$ cat src/rtl/srg_pkg.sv
`timescale 1ns / 1ps

package srg_pkg;

   // Default number of fraction bits of the Q format used by the step and scale registers.
   localparam int FRAC_BITS_DEFAULT = 16;

   // Growth factor is held in unsigned Q8.24.
   localparam logic [31:0] GROWTH_ONE = 32'h0100_0000;
   // exp(0.0015) in Q8.24.
   localparam logic [31:0] EXP_STEP_Q24 = 32'd16802401;

   // Serial multiplier: a 32-bit multiplier operand consumed one 4-bit digit per cycle.
   localparam int MUL_WIDTH = 32;
   localparam int DIGIT_BITS = 4;
   localparam int MUL_STEPS = MUL_WIDTH / DIGIT_BITS;
   localparam int MUL_CNT_WIDTH = $clog2(MUL_STEPS);

   typedef enum logic {
      OP_TICK       = 1'b0,
      OP_SET_TARGET = 1'b1
   } op_type;

   typedef enum logic [1:0] {
      REG_RAMP_ENABLE = 2'd0,
      REG_RAMP_MODE   = 2'd1,
      REG_RAMP_STEP   = 2'd2,
      REG_EXP_SCALE   = 2'd3
   } reg_index_type;

   typedef enum logic [4:0] {
      ST_IDLE  = 5'b00001,
      ST_MUL   = 5'b00010,
      ST_ROUND = 5'b00100,
      ST_APPLY = 5'b01000,
      ST_DONE  = 5'b10000
   } state_type;

endpackage

$ cat src/rtl/setpoint_ramp_generator_top.sv
`timescale 1ns / 1ps

// Setpoint ramp generator. Each request either stores a new target (operation 1) or advances
// the setpoint one tick toward the target (operation 0), and each request returns exactly one
// response carrying the resulting signed Q16.16 setpoint and a flag that is set when the
// setpoint equals the target. Linear mode moves by ramp_step per tick and clamps at the target.
// Exponential mode grows a Q8.24 factor by exp(0.0015) each tick and drives the setpoint to
// plus or minus exp_scale times that factor, saturated, clamping at the target and resetting
// the factor when it passes. A set-target request, a linear tick or a tick that is already at
// the target goes from acceptance straight to the state that loads the response register,
// which waits until that register is free; no new request is accepted before the load. An
// exponential tick that is not already at the target first makes two passes through one
// shared serial multiplier that consumes a 4-bit digit per cycle, each pass followed by a
// rounding state and an update state, and then goes to the response load in the same way.
// A new request is accepted while the previous response still waits in the output register,
// but that request can only finish once the output register is free, so a stalled response
// side adds its stall cycles to the next request. The registers sit on an APB-style port at
// byte addresses 0, 4, 8 and 12; writing 0 to ramp_enable also snaps the setpoint to the
// stored target. Configuration should be written only while no request is in flight.
module setpoint_ramp_generator_top #(
   parameter int FRAC_BITS = srg_pkg::FRAC_BITS_DEFAULT
) (
   input  logic               clock,
   input  logic               reset,
   // Request channel.
   input  logic               req_valid,
   output logic               req_ready,
   input  logic               req_operation,
   input  logic signed [31:0] req_target_value,
   // Response channel.
   output logic               rsp_valid,
   input  logic               rsp_ready,
   output logic signed [31:0] rsp_setpoint,
   output logic               rsp_at_target,
   // Configuration port.
   input  logic               csr_psel,
   input  logic               csr_penable,
   input  logic               csr_pwrite,
   input  logic [3:0]         csr_paddr,
   input  logic [31:0]        csr_pwdata,
   output logic [31:0]        csr_prdata,
   output logic               csr_pready
);

   // One unit in the Q format of the step and scale registers; this is their reset value.
   localparam logic [30:0] UNIT_Q = 31'(1) << FRAC_BITS;

   // Configuration registers.
   logic        ramp_enable_ff, ramp_enable_in;
   logic        ramp_mode_ff, ramp_mode_in;
   logic [30:0] ramp_step_ff, ramp_step_in;
   logic [30:0] exp_scale_ff, exp_scale_in;

   // Architectural state.
   logic signed [31:0] target_ff, target_in;
   logic signed [31:0] setpoint_ff, setpoint_in;
   logic [31:0]        growth_ff, growth_in;

   // Sequencer and serial multiplier.
   srg_pkg::state_type              state_ff, state_in;
   logic                            phase_ff, phase_in;   // 0: growth update, 1: magnitude
   logic                            dir_up_ff, dir_up_in;
   logic [31:0]                     mul_a_ff, mul_a_in;
   logic [31:0]                     mul_b_ff, mul_b_in;
   logic [31:0]                     acc_hi_ff, acc_hi_in;
   logic [31:0]                     prod_lo_ff, prod_lo_in;
   logic [srg_pkg::MUL_CNT_WIDTH-1:0] mul_cnt_ff, mul_cnt_in;
   logic [39:0]                     rnd_ff, rnd_in;

   // Output register.
   logic               rsp_valid_ff, rsp_valid_in;
   logic signed [31:0] rsp_setpoint_ff, rsp_setpoint_in;
   logic               rsp_at_target_ff, rsp_at_target_in;

   // Combinational helpers.
   logic                      req_fire;
   logic                      csr_write;
   srg_pkg::reg_index_type    csr_index;
   logic [35:0]               mul_sum;
   logic signed [33:0]        sp_ext;
   logic signed [33:0]        tg_ext;
   logic signed [33:0]        step_ext;
   logic                      going_up;
   logic signed [33:0]        lin_value;
   logic                      lin_clamp;
   logic [31:0]               grown;
   logic [31:0]               mag_up;
   logic [31:0]               mag_dn;
   logic signed [33:0]        exp_value;
   logic                      exp_clamp;
   logic                      out_free;

   assign req_ready     = (state_ff == srg_pkg::ST_IDLE);
   assign req_fire      = req_valid && req_ready;
   assign rsp_valid     = rsp_valid_ff;
   assign rsp_setpoint  = rsp_setpoint_ff;
   assign rsp_at_target = rsp_at_target_ff;
   assign csr_pready    = 1'b1;
   assign csr_write     = csr_psel && csr_penable && csr_pwrite;
   assign csr_index     = srg_pkg::reg_index_type'(csr_paddr[3:2]);
   assign out_free      = !rsp_valid_ff || rsp_ready;

   // One digit of the multiplier operand per cycle: partial product plus running high word.
   assign mul_sum = {4'b0000, acc_hi_ff}
                  + ({4'b0000, mul_a_ff} * {32'd0, mul_b_ff[srg_pkg::DIGIT_BITS-1:0]});

   // Linear move: both directions are formed, the direction picks one, then the target clamps.
   assign sp_ext    = {{2{setpoint_ff[31]}}, setpoint_ff};
   assign tg_ext    = {{2{target_ff[31]}}, target_ff};
   assign step_ext  = $signed({3'b000, ramp_step_ff});
   assign going_up  = (setpoint_ff < target_ff);
   assign lin_value = going_up ? (sp_ext + step_ext) : (sp_ext - step_ext);
   assign lin_clamp = going_up ? (lin_value > tg_ext) : (lin_value < tg_ext);

   // Rounded products saturate: the growth factor at all ones, the magnitude at the
   // largest value that the signed setpoint can take in each direction.
   assign grown  = (|rnd_ff[39:32]) ? 32'hFFFF_FFFF : rnd_ff[31:0];
   assign mag_up = (rnd_ff > 40'h00_7FFF_FFFF) ? 32'h7FFF_FFFF : rnd_ff[31:0];
   assign mag_dn = (rnd_ff > 40'h00_8000_0000) ? 32'h8000_0000 : rnd_ff[31:0];
   assign exp_value = dir_up_ff ? $signed({2'b00, mag_up}) : -$signed({2'b00, mag_dn});
   assign exp_clamp = dir_up_ff ? (exp_value > tg_ext) : (exp_value < tg_ext);

   always_comb begin
      ramp_enable_in   = ramp_enable_ff;
      ramp_mode_in     = ramp_mode_ff;
      ramp_step_in     = ramp_step_ff;
      exp_scale_in     = exp_scale_ff;
      target_in        = target_ff;
      setpoint_in      = setpoint_ff;
      growth_in        = growth_ff;
      state_in         = state_ff;
      phase_in         = phase_ff;
      dir_up_in        = dir_up_ff;
      mul_a_in         = mul_a_ff;
      mul_b_in         = mul_b_ff;
      acc_hi_in        = acc_hi_ff;
      prod_lo_in       = prod_lo_ff;
      mul_cnt_in       = mul_cnt_ff;
      rnd_in           = rnd_ff;
      rsp_valid_in     = rsp_valid_ff && !rsp_ready;
      rsp_setpoint_in  = rsp_setpoint_ff;
      rsp_at_target_in = rsp_at_target_ff;

      unique case (state_ff)
         srg_pkg::ST_IDLE: begin
            if (req_fire) begin
               state_in = srg_pkg::ST_DONE;
               if (srg_pkg::op_type'(req_operation) == srg_pkg::OP_SET_TARGET) begin
                  target_in = req_target_value;
                  if (!ramp_enable_ff) begin
                     setpoint_in = req_target_value;
                  end
               end else begin
                  // Linear mode keeps the growth factor at one.
                  if (!ramp_mode_ff) begin
                     growth_in = srg_pkg::GROWTH_ONE;
                  end
                  if (setpoint_ff != target_ff) begin
                     if (!ramp_mode_ff) begin
                        setpoint_in = lin_clamp ? target_ff : lin_value[31:0];
                     end else begin
                        // Exponential tick: first grow the factor by exp(0.0015).
                        dir_up_in  = going_up;
                        phase_in   = 1'b0;
                        mul_a_in   = growth_ff;
                        mul_b_in   = srg_pkg::EXP_STEP_Q24;
                        acc_hi_in  = '0;
                        mul_cnt_in = '0;
                        state_in   = srg_pkg::ST_MUL;
                     end
                  end
               end
            end
         end
         srg_pkg::ST_MUL: begin
            acc_hi_in  = mul_sum[35:srg_pkg::DIGIT_BITS];
            prod_lo_in = {mul_sum[srg_pkg::DIGIT_BITS-1:0], prod_lo_ff[31:srg_pkg::DIGIT_BITS]};
            mul_b_in   = mul_b_ff >> srg_pkg::DIGIT_BITS;
            mul_cnt_in = mul_cnt_ff + 1'b1;
            if (mul_cnt_ff == srg_pkg::MUL_CNT_WIDTH'(srg_pkg::MUL_STEPS - 1)) begin
               state_in = srg_pkg::ST_ROUND;
            end
         end
         srg_pkg::ST_ROUND: begin
            // Drop 24 fraction bits, rounding half up.
            rnd_in   = {acc_hi_ff, prod_lo_ff[31:24]} + {39'd0, prod_lo_ff[23]};
            state_in = srg_pkg::ST_APPLY;
         end
         srg_pkg::ST_APPLY: begin
            if (!phase_ff) begin
               growth_in  = grown;
               phase_in   = 1'b1;
               mul_a_in   = grown;
               mul_b_in   = {1'b0, exp_scale_ff};
               acc_hi_in  = '0;
               mul_cnt_in = '0;
               state_in   = srg_pkg::ST_MUL;
            end else begin
               setpoint_in = exp_clamp ? target_ff : exp_value[31:0];
               if (exp_clamp) begin
                  growth_in = srg_pkg::GROWTH_ONE;
               end
               state_in = srg_pkg::ST_DONE;
            end
         end
         srg_pkg::ST_DONE: begin
            if (out_free) begin
               rsp_valid_in     = 1'b1;
               rsp_setpoint_in  = setpoint_ff;
               rsp_at_target_in = (setpoint_ff == target_ff);
               state_in         = srg_pkg::ST_IDLE;
            end
         end
         default: begin
            state_in = srg_pkg::ST_IDLE;
         end
      endcase

      // Register writes are to arrive only while no request is in flight; the block does not enforce this.
      if (csr_write) begin
         unique case (csr_index)
            srg_pkg::REG_RAMP_ENABLE: begin
               ramp_enable_in = csr_pwdata[0];
               if (!csr_pwdata[0]) begin
                  setpoint_in = target_ff;
               end
            end
            srg_pkg::REG_RAMP_MODE: begin
               ramp_mode_in = csr_pwdata[0];
            end
            srg_pkg::REG_RAMP_STEP: begin
               ramp_step_in = csr_pwdata[30:0];
            end
            srg_pkg::REG_EXP_SCALE: begin
               exp_scale_in = csr_pwdata[30:0];
            end
            default: begin
               ramp_mode_in = ramp_mode_ff;
            end
         endcase
      end
   end

   always_comb begin
      unique case (csr_index)
         srg_pkg::REG_RAMP_ENABLE: csr_prdata = {31'd0, ramp_enable_ff};
         srg_pkg::REG_RAMP_MODE:   csr_prdata = {31'd0, ramp_mode_ff};
         srg_pkg::REG_RAMP_STEP:   csr_prdata = {1'b0, ramp_step_ff};
         srg_pkg::REG_EXP_SCALE:   csr_prdata = {1'b0, exp_scale_ff};
         default:                  csr_prdata = '0;
      endcase
   end

   always_ff @(posedge clock) begin
      if (reset) begin
         ramp_enable_ff <= 1'b1;
         ramp_mode_ff   <= 1'b0;
         ramp_step_ff   <= UNIT_Q;
         exp_scale_ff   <= UNIT_Q;
         target_ff      <= '0;
         setpoint_ff    <= '0;
         growth_ff      <= srg_pkg::GROWTH_ONE;
         state_ff       <= srg_pkg::ST_IDLE;
         phase_ff       <= 1'b0;
         dir_up_ff      <= 1'b0;
         mul_cnt_ff     <= '0;
         rsp_valid_ff   <= 1'b0;
      end else begin
         ramp_enable_ff <= ramp_enable_in;
         ramp_mode_ff   <= ramp_mode_in;
         ramp_step_ff   <= ramp_step_in;
         exp_scale_ff   <= exp_scale_in;
         target_ff      <= target_in;
         setpoint_ff    <= setpoint_in;
         growth_ff      <= growth_in;
         state_ff       <= state_in;
         phase_ff       <= phase_in;
         dir_up_ff      <= dir_up_in;
         mul_cnt_ff     <= mul_cnt_in;
         rsp_valid_ff   <= rsp_valid_in;
      end
   end

   // Datapath registers carry no reset.
   always_ff @(posedge clock) begin
      mul_a_ff         <= mul_a_in;
      mul_b_ff         <= mul_b_in;
      acc_hi_ff        <= acc_hi_in;
      prod_lo_ff       <= prod_lo_in;
      rnd_ff           <= rnd_in;
      rsp_setpoint_ff  <= rsp_setpoint_in;
      rsp_at_target_ff <= rsp_at_target_in;
   end

   // Every accepted request leaves the idle state for work or for the response load.
   assert property (@(posedge clock) disable iff (reset)
      req_valid && req_ready |=> state_ff != srg_pkg::ST_IDLE)
      else $error("accepted request did not start processing");

   // A response is loaded from the current setpoint and flags equality with the target.
   assert property (@(posedge clock) disable iff (reset)
      state_ff == srg_pkg::ST_DONE && out_free
      |=> rsp_valid_ff && rsp_setpoint_ff == $past(setpoint_ff)
          && rsp_at_target_ff == ($past(setpoint_ff) == $past(target_ff)))
      else $error("response does not match the setpoint state");

   // An exponential update lands on the side of zero given by the direction, or on the target.
   assert property (@(posedge clock) disable iff (reset)
      state_ff == srg_pkg::ST_APPLY && phase_ff && dir_up_ff
      |=> !setpoint_ff[31] || setpoint_ff == target_ff)
      else $error("upward exponential setpoint went negative");

   assert property (@(posedge clock) disable iff (reset)
      state_ff == srg_pkg::ST_APPLY && phase_ff && !dir_up_ff
      |=> setpoint_ff[31] || setpoint_ff == 32'sd0 || setpoint_ff == target_ff)
      else $error("downward exponential setpoint went positive");

   // The growth pass always hands over to the magnitude pass.
   assert property (@(posedge clock) disable iff (reset)
      state_ff == srg_pkg::ST_APPLY && !phase_ff |=> state_ff == srg_pkg::ST_MUL && phase_ff)
      else $error("growth update did not start the magnitude product");

endmodule

$ cat config.mk
export PLATFORM = sky130hd
export DESIGN_NAME = setpoint_ramp_generator_top
export DESIGN_NICKNAME = d
export VERILOG_FILES = /design/src/rtl/srg_pkg.sv /design/src/rtl/setpoint_ramp_generator_top.sv
export SDC_FILE = /design/constraint.sdc
export NUM_CORES = 1
export LEC_CHECK = 0
export BUFFER_PORTS_ARGS = -buffer_cell sky130_fd_sc_hd__buf_2
export CORE_MARGIN = 1.5
export CORE_UTILIZATION = 50
export DETAILED_ROUTE_END_ITERATION = 10
export PLACE_DENSITY = 0.76
export SLEW_MARGIN = 0
export SYNTH_ARGS = -nofsm -noshare
export SYNTH_HDL_FRONTEND = slang
export SYNTH_SLANG_ARGS = --single-unit
$ cat constraint.sdc
create_clock -name clock -period 10.2 [get_ports clock]
set_clock_uncertainty 0.15 [all_clocks]
set_input_delay 2.04 -clock clock [delete_from_list [all_inputs] [get_ports clock]]
set_output_delay 2.04 -clock clock [all_outputs]
set_load 0.005 [all_outputs]
==> results of run 1 <==
==> power groups by stage <==
stage,clock network [mW],logic (mW),registers (mW)
finish,1.48,7.27,2.02
global route,1.54,7.96,2.04
CTS,1.49,7.13,2.01
detailed placement,0,7.04,2.04
global placement,0,6.82,2.03
floorplan,0,5.38,1.91
==> layer usage <==
| layer | GRT usage | part of all wire | up-vias |
|---|---|---|---|
| met3 | 0.0499 | 0.082 | 174 |
| met2 | 0.483 | 0.45 | 1014 |
| met5 | 0 | 0 | - |
| met1 | 0.401 | 0.42 | 10619 |
| li1 | - | - | 10210 |
| met4 | 0.123 | 0.044 | 0 |
==> cell type report <==
| cell class | count | area share |
|---|---|---|
| clock buffer | 57 | 0.0413 |
| sequential | 348 | 0.318 |
| antenna | 2 | 0.000182 |
| clock inverter | 17 | 0.00764 |
| inverter | 138 | 0.0188 |
| multi-input combinational | 2191 | 0.550 |
| timing repair buffer | 171 | 0.0342 |
| tap | 664 | 0.0302 |
==> stage by stage <==
stage	cells	total power [mW]	setup WS [ps]	hold slack [ps]	util
final	3588	10.8	536	302	0.561
after global routing	3586	11.5	67.4	318	0.561
after CTS	3586	10.6	808	301	0.561
after detailed placement	3512	9.07	891	294	0.533
after global placement	3512	8.86	1000	288	0.533
after floorplan	2824	7.29	2330	282	-
==> cells in the mapped netlist (7+ instances only) <==
library cell	number
a211oi_1	62
a21o_1	48
a21oi_1	256
a221o_1	9
a221oi_1	30
a22o_1	20
a22oi_1	15
a31oi_1	15
a41oi_1	7
and2_1	53
and3_1	28
and4_1	7
buf_1	8
buf_2	11
clkbuf_1	124
dfxtp_1	171
edfxtp_1	177
fa_1	92
ha_1	182
inv_1	137
mux2i_1	51
nand2_1	532
nand2b_1	21
nand3_1	50
nand3b_1	9
nand4_1	30
nor2_1	139
nor2b_1	48
nor3_1	47
nor4_1	15
o211ai_1	13
o21a_1	12
o21ai_0	129
o21bai_1	12
o32ai_1	16
or3_1	9
xnor2_1	69
xor2_1	57
==> tightest hold or removal path: cells and delay by family, from the launching register on <==
kind	cells	cell delay, ps
simple gates	1	50
compound gates	1	50
flops	1	310
==> worst paths after layout <==
check | startpoint | endpoint | cells after the start
hold / removal | growth_ff[26]$_SDFFE_PP0P_ | growth_ff[26]$_SDFFE_PP0P_ | 2
setup / recovery | target_ff[31]$_SDFFE_PP0P_ | setpoint_ff[28]$_SDFF_PP0_ | 31
setup reg to reg | target_ff[31]$_SDFFE_PP0P_ | setpoint_ff[28]$_SDFF_PP0_ | 31
hold reg to reg | growth_ff[26]$_SDFFE_PP0P_ | growth_ff[26]$_SDFFE_PP0P_ | 2
==> logic make-up after synthesis <==
family                     count (synthesis)  share of synthesized area
AOI/OAI and AO/OA                        716                      0.186
buffers and inverters                    285                     0.0441
xor gates and xnor gates                 126                     0.0443
other                                      2                   0.000301
and+or+nand+nor                         1017                      0.187
DFF                                      348                      0.351
adders and majority gates                274                      0.165
muxes                                     56                     0.0232
==> registers in the layout, indices dropped and copies added, names as in the netlist <==
signal          cells
mul_a_ff           32
rnd_ff             40
acc_hi_ff          32
growth_ff          32
mul_b_ff           31
ramp_step_ff       31
phase_ff            1
rsp_valid           1
prod_lo_ff          9
exp_scale_ff       31
target_ff          32
mul_cnt_ff          3
dir_up_ff           1
ramp_enable_ff      1
setpoint_ff        32
rsp_at_target       1
ramp_mode_ff        1
state_ff            5
rsp_setpoint       32
==> results.md, run 1 <==
- Power Dens Cells: 391 nW/um^2
- Post-route ant nets: 0
- Clock root buffer: clkbuf_16
- Final Cycle Share: 0.947
- Reg clk slew, reported paths: 60 ps
- Vias post-DR: 22017
- Largest cells by area after synthesis: edfxtp_1 (21%), dfxtp_1 (14%), ha_1 (9.1%)
- Core Area: 49100 sq um
- I/O Pins: 144
- Clk buf depth: 3
- Final setup viols: 0
- Most frequent cells in the layout: nand2_1 (532), a21oi_1 (255), ha_1 (182)
- Initial antenna violation count: 1
- Share of layout cells above drive strength 1: 0.0931
- Period minus WS final: 9660 ps
- Critical path type: reg2reg
- P_leak: 11.3 nW
- Crit-path slowest cell: nor4_1
- Synth Instances: 2824
- Register area: 8740 sq um
- Die footprint: 51200 sq um
- Fraction of registers with async set/reset: 0
- Highest clock rate: 103 MHz
- Post-synth EDFFs: 177
- Width of the die: 226 microns
- Commonest non-fill, non-tap cell in the layout: nand2_1
- CP max FO: 8
- Sw frac: 0.485
- Setup TNS: 0 ps
- Final GP Congestion: 0.954
- Clk pwr share: 0.137
- CP bufs+invs: 2
- Seq/Total Area, Yosys: 0.351
- Net Sw Power: 5.22 mW
- Drt pass-1 iters: 7
- Total track usage: 0.300
- Pin count of the biggest net entering global routing: 94
- Via density: 6.14
- Grt total ovfl: 0
- Post-CTS Hold Buffers: 0
- Synth cell types: 85
- Area of the multi-input gates: 15100 sq um
- Reg2Reg Setup Slack: 540 ps
- Post-Syn Area: 24900 sq um
- Worst-margin pin slew: 1210 ps
- Yosys warning total: 0
- Drt first-iter violations: 2093
- Max-slew violations: 0
- Post-DP HPWL: 56.5 mm
- Die height: 226 microns
- Maximum vdd drop: 0.293 mV
- CP top delay family: compound AO/OA/AOI/OAI gates
- WP data arrival: 9930 ps
- Fin. Hold Viols: 0
- Post-synth top area cell: edfxtp_1
- Synth top area share: 0.213
- CTS resizes: 0
- Fill cell count: 4337
- Sequential power share: 0.187
- Most used cell, CP: a211oi_1
- Worst EP required: 10470 ps
- First-pass GRT wire length: 120 mm
- Post-synth net total: 3174
- RSZ-0062 raised after global routing: false
- Nets@finish: 3240
- Combinational share of power: 0.675
- Rows: 81
- Routed wire length per instance: 21.4 microns
- H-tree depth: 2
- Final wirelength: 76.8 mm
- Post-DP Area: 26200 sq um
- Flops & latches, synth: 348
- # port buffers: 138
- Num CTS Buffers: 40
- Ys flop type: edfxtp_1
- Area grow syn2layout: 10.4%
- Internal cell power: 5.55 mW
- Initial core utilization: 0.508
- Clock latency on the worst-skew pair: 590 ps
- Max_cap viols: 0
- DRC errors left: 0
- Syn Area/Cell: 8.83 sq um
- Vias in the first global route: 21317
- Hold WC Path Type: reg2reg
- CTS tree: built
- Status: finished clean
- Design area: 27500 sq um
- Element type at the critical path end: flip-flop
- Max stage delay on crit path: 910 ps
- Max-Slew Margin vs Limit: 0.192
- # clock sinks: 348
- Postcts setup bufs: 0
- Crit path launch type: flip-flop
(Power assumes the default switching activity.)
==> inputs of run 2 (changes only) <==
--- a/config.mk
+++ b/config.mk
@@ -9,7 +9,7 @@
 export CORE_MARGIN = 1.5
 export CORE_UTILIZATION = 50
 export DETAILED_ROUTE_END_ITERATION = 10
-export PLACE_DENSITY = 0.76
+export PLACE_DENSITY = 0.67
 export SLEW_MARGIN = 0
 export SYNTH_ARGS = -nofsm -noshare
 export SYNTH_HDL_FRONTEND = slang
==> results.md, run 2 (synthesis results as in run 1) <==
- CP bufs+invs: 4
- Hold Path Origin: growth_ff[4]$_SDFFE_PP0P_
- Max-Slew Margin vs Limit: 0.170
- Postcts setup bufs: 0
- Final setup viols: 0
- Post-route ant nets: 0
- Reg2Reg Setup Slack: 850 ps
- I/O Pins: 144
- Final wirelength: 77.7 mm
- Power Dens Cells: 390 nW/um^2
- Met3 GRT Util: 0.0402
- CP top delay family: compound AO/OA/AOI/OAI gates
- Grt met1 use: 0.392
- CTS resizes: 0
- Met2 usage: 0.510
- Initial core utilization: 0.508
- Hold Path Depth: 2
- Crit path launch type: flip-flop
- Share of layout cells above drive strength 1: 0.0957
- Via density: 6.13
- Drt pass-1 iters: 5
- Status: finished clean
- Initial antenna violation count: 1
- Max_cap viols: 0
- Worst path depth: 33
- Reg-to-reg critical path endpoint: setpoint_ff[9]$_SDFF_PP0_
- H-tree depth: 2
- Num CTS Buffers: 42
- P_leak: 11.4 nW
- # port buffers: 138
- Most used cell, CP: a211oi_1
- Total track usage: 0.304
- Worst-margin pin slew: 1230 ps
- Sw frac: 0.481
- WP data arrival: 9660 ps
- Final Non-Filler Cells: 3591
- WHS Endpoint: growth_ff[4]$_SDFFE_PP0P_
- Die footprint: 51200 sq um
- DRC errors left: 0
- Post-CTS Hold Buffers: 0
- Crit-path slowest cell: nor4_1
- Reg clk slew, reported paths: 60 ps
- First-pass GRT wire length: 121 mm
- Die height: 226 microns
- Critical path type: reg2reg
- Worst EP required: 10510 ps
- Drt first-iter violations: 1831
- Fill cell count: 4413
- Maximum vdd drop: 0.371 mV
- Highest clock rate: 107 MHz
- Clk pwr share: 0.146
- Net Sw Power: 5.18 mW
- Pin count of the biggest net entering global routing: 95
- Setup TNS: 0 ps
- Max FFs per register: 40
- Period minus WS final: 9350 ps
- Vias post-DR: 22000
- Fin. Hold Viols: 0
- CP max FO: 19
- Rows: 81
- Core Util, Final: 0.563
- Post-DP HPWL: 56.7 mm
- Element type at the critical path end: flip-flop
- Combinational share of power: 0.671
- Max-slew violations: 0
- CTS tree: built
- Placed cells: 3513
- # diodes: 0
- Clock root buffer: clkbuf_16
- Routed wire length per instance: 21.6 microns
- Sequential power share: 0.183
- # clock sinks: 348
- Final GP Congestion: 1.01
- Worst r2r src: target_ff[31]$_SDFFE_PP0P_
- Clock latency on the worst-skew pair: 610 ps
- Area grow syn2layout: 10.8%
- Nets@finish: 3243
- R2r worst-path depth: 33
- Grt total ovfl: 0
- Hold WC Path Type: reg2reg
- Core Area: 49100 sq um
- RSZ-0062 raised after global routing: false
- GRT busiest layer: met2
- Final Cycle Share: 0.917
- Final WS setup: 849 ps
- Most flops, register: rnd_ff
- Max stage delay on crit path: 610 ps
- Width of the die: 226 microns
- Vias in the first global route: 21241
- Clk buf depth: 3
- Internal cell power: 5.58 mW
- Dpl ws: 1050 ps
- Most frequent cells in the layout: nand2_1 (531), a21oi_1 (255), ha_1 (182)
- Commonest non-fill, non-tap cell in the layout: nand2_1
[run 2: cell count changes in the layout (fill, tap and decap cells not counted), sizes merged, moves of 2 or more]
| cell | before | now |
|---|---|---|
| clkbuf | 57 | 53 |
| inv | 142 | 139 |
| bufinv | 2 | 4 |
| diode | 2 | 0 |
| clkinv | 8 | 18 |
[run 2: cell type report]
class	count	area, sq um	area share
well taps	664	831	0.0301
clock inverters	25	298	0.0108
clock buffers	53	1150	0.0418
inverters	138	518	0.0188
flip-flops and latches	348	8740	0.316
multi-input cells	2191	15100	0.548
repair buffers	172	948	0.0343
[run 2: worst max-delay path by stage]
| stage | to | start |
|---|---|---|
| finish | setpoint_ff[9]$_SDFF_PP0_ | target_ff[31]$_SDFFE_PP0P_ |
| global route | setpoint_ff[29]$_SDFF_PP0_ | target_ff[31]$_SDFFE_PP0P_ |
| CTS | setpoint_ff[9]$_SDFF_PP0_ | target_ff[9]$_SDFFE_PP0P_ |
| detailed placement | setpoint_ff[9]$_SDFF_PP0_ | target_ff[9]$_SDFFE_PP0P_ |
| global placement | setpoint_ff[29]$_SDFF_PP0_ | target_ff[29]$_SDFFE_PP0P_ |
| floorplan | setpoint_ff[16]$_SDFF_PP0_ | target_ff[1]$_SDFFE_PP0P_ |
[run 2: power by group through the flow]
stage / sequential (mW) / combinational, mW / clock (mW)
global placement: 1.99 / 6.93 / 0
floorplan: 1.91 / 5.38 / 0
CTS: 1.96 / 7.15 / 1.60
global route: 1.99 / 8.00 / 1.65
detailed placement: 1.99 / 7.08 / 0
finish: 1.97 / 7.22 / 1.58
[run 2: worst reg2reg max path, delay by kind of cell, from the launching register on]
kind,cells,cell delay [ps]
simple gates,7,1780
compound gates,14,3320
buf+inv,4,1020
flops,1,380
xor+xnor,1,120
mux,4,1140
fa+ha+maj,3,1280
[run 2: metal layers]
| layer | vias to the layer above | share of wire |
|---|---|---|
| li1 | 10212 | - |
| met3 | 163 | 0.064 |
| met4 | 2 | 0.041 |
| met5 | - | 0.00017 |
| met2 | 826 | 0.48 |
| met1 | 10797 | 0.42 |
[run 2: stage by stage]
| stage | hold slack, ps | area (sq um) | power [mW] |
|---|---|---|---|
| finish | 302 | 27600 | 10.8 |
| global placement | 288 | 26200 | 8.92 |
| floorplan | 282 | 24900 | 7.29 |
| CTS | 302 | 27600 | 10.7 |
| detailed placement | 294 | 26200 | 9.07 |
| global route | 318 | 27600 | 11.6 |
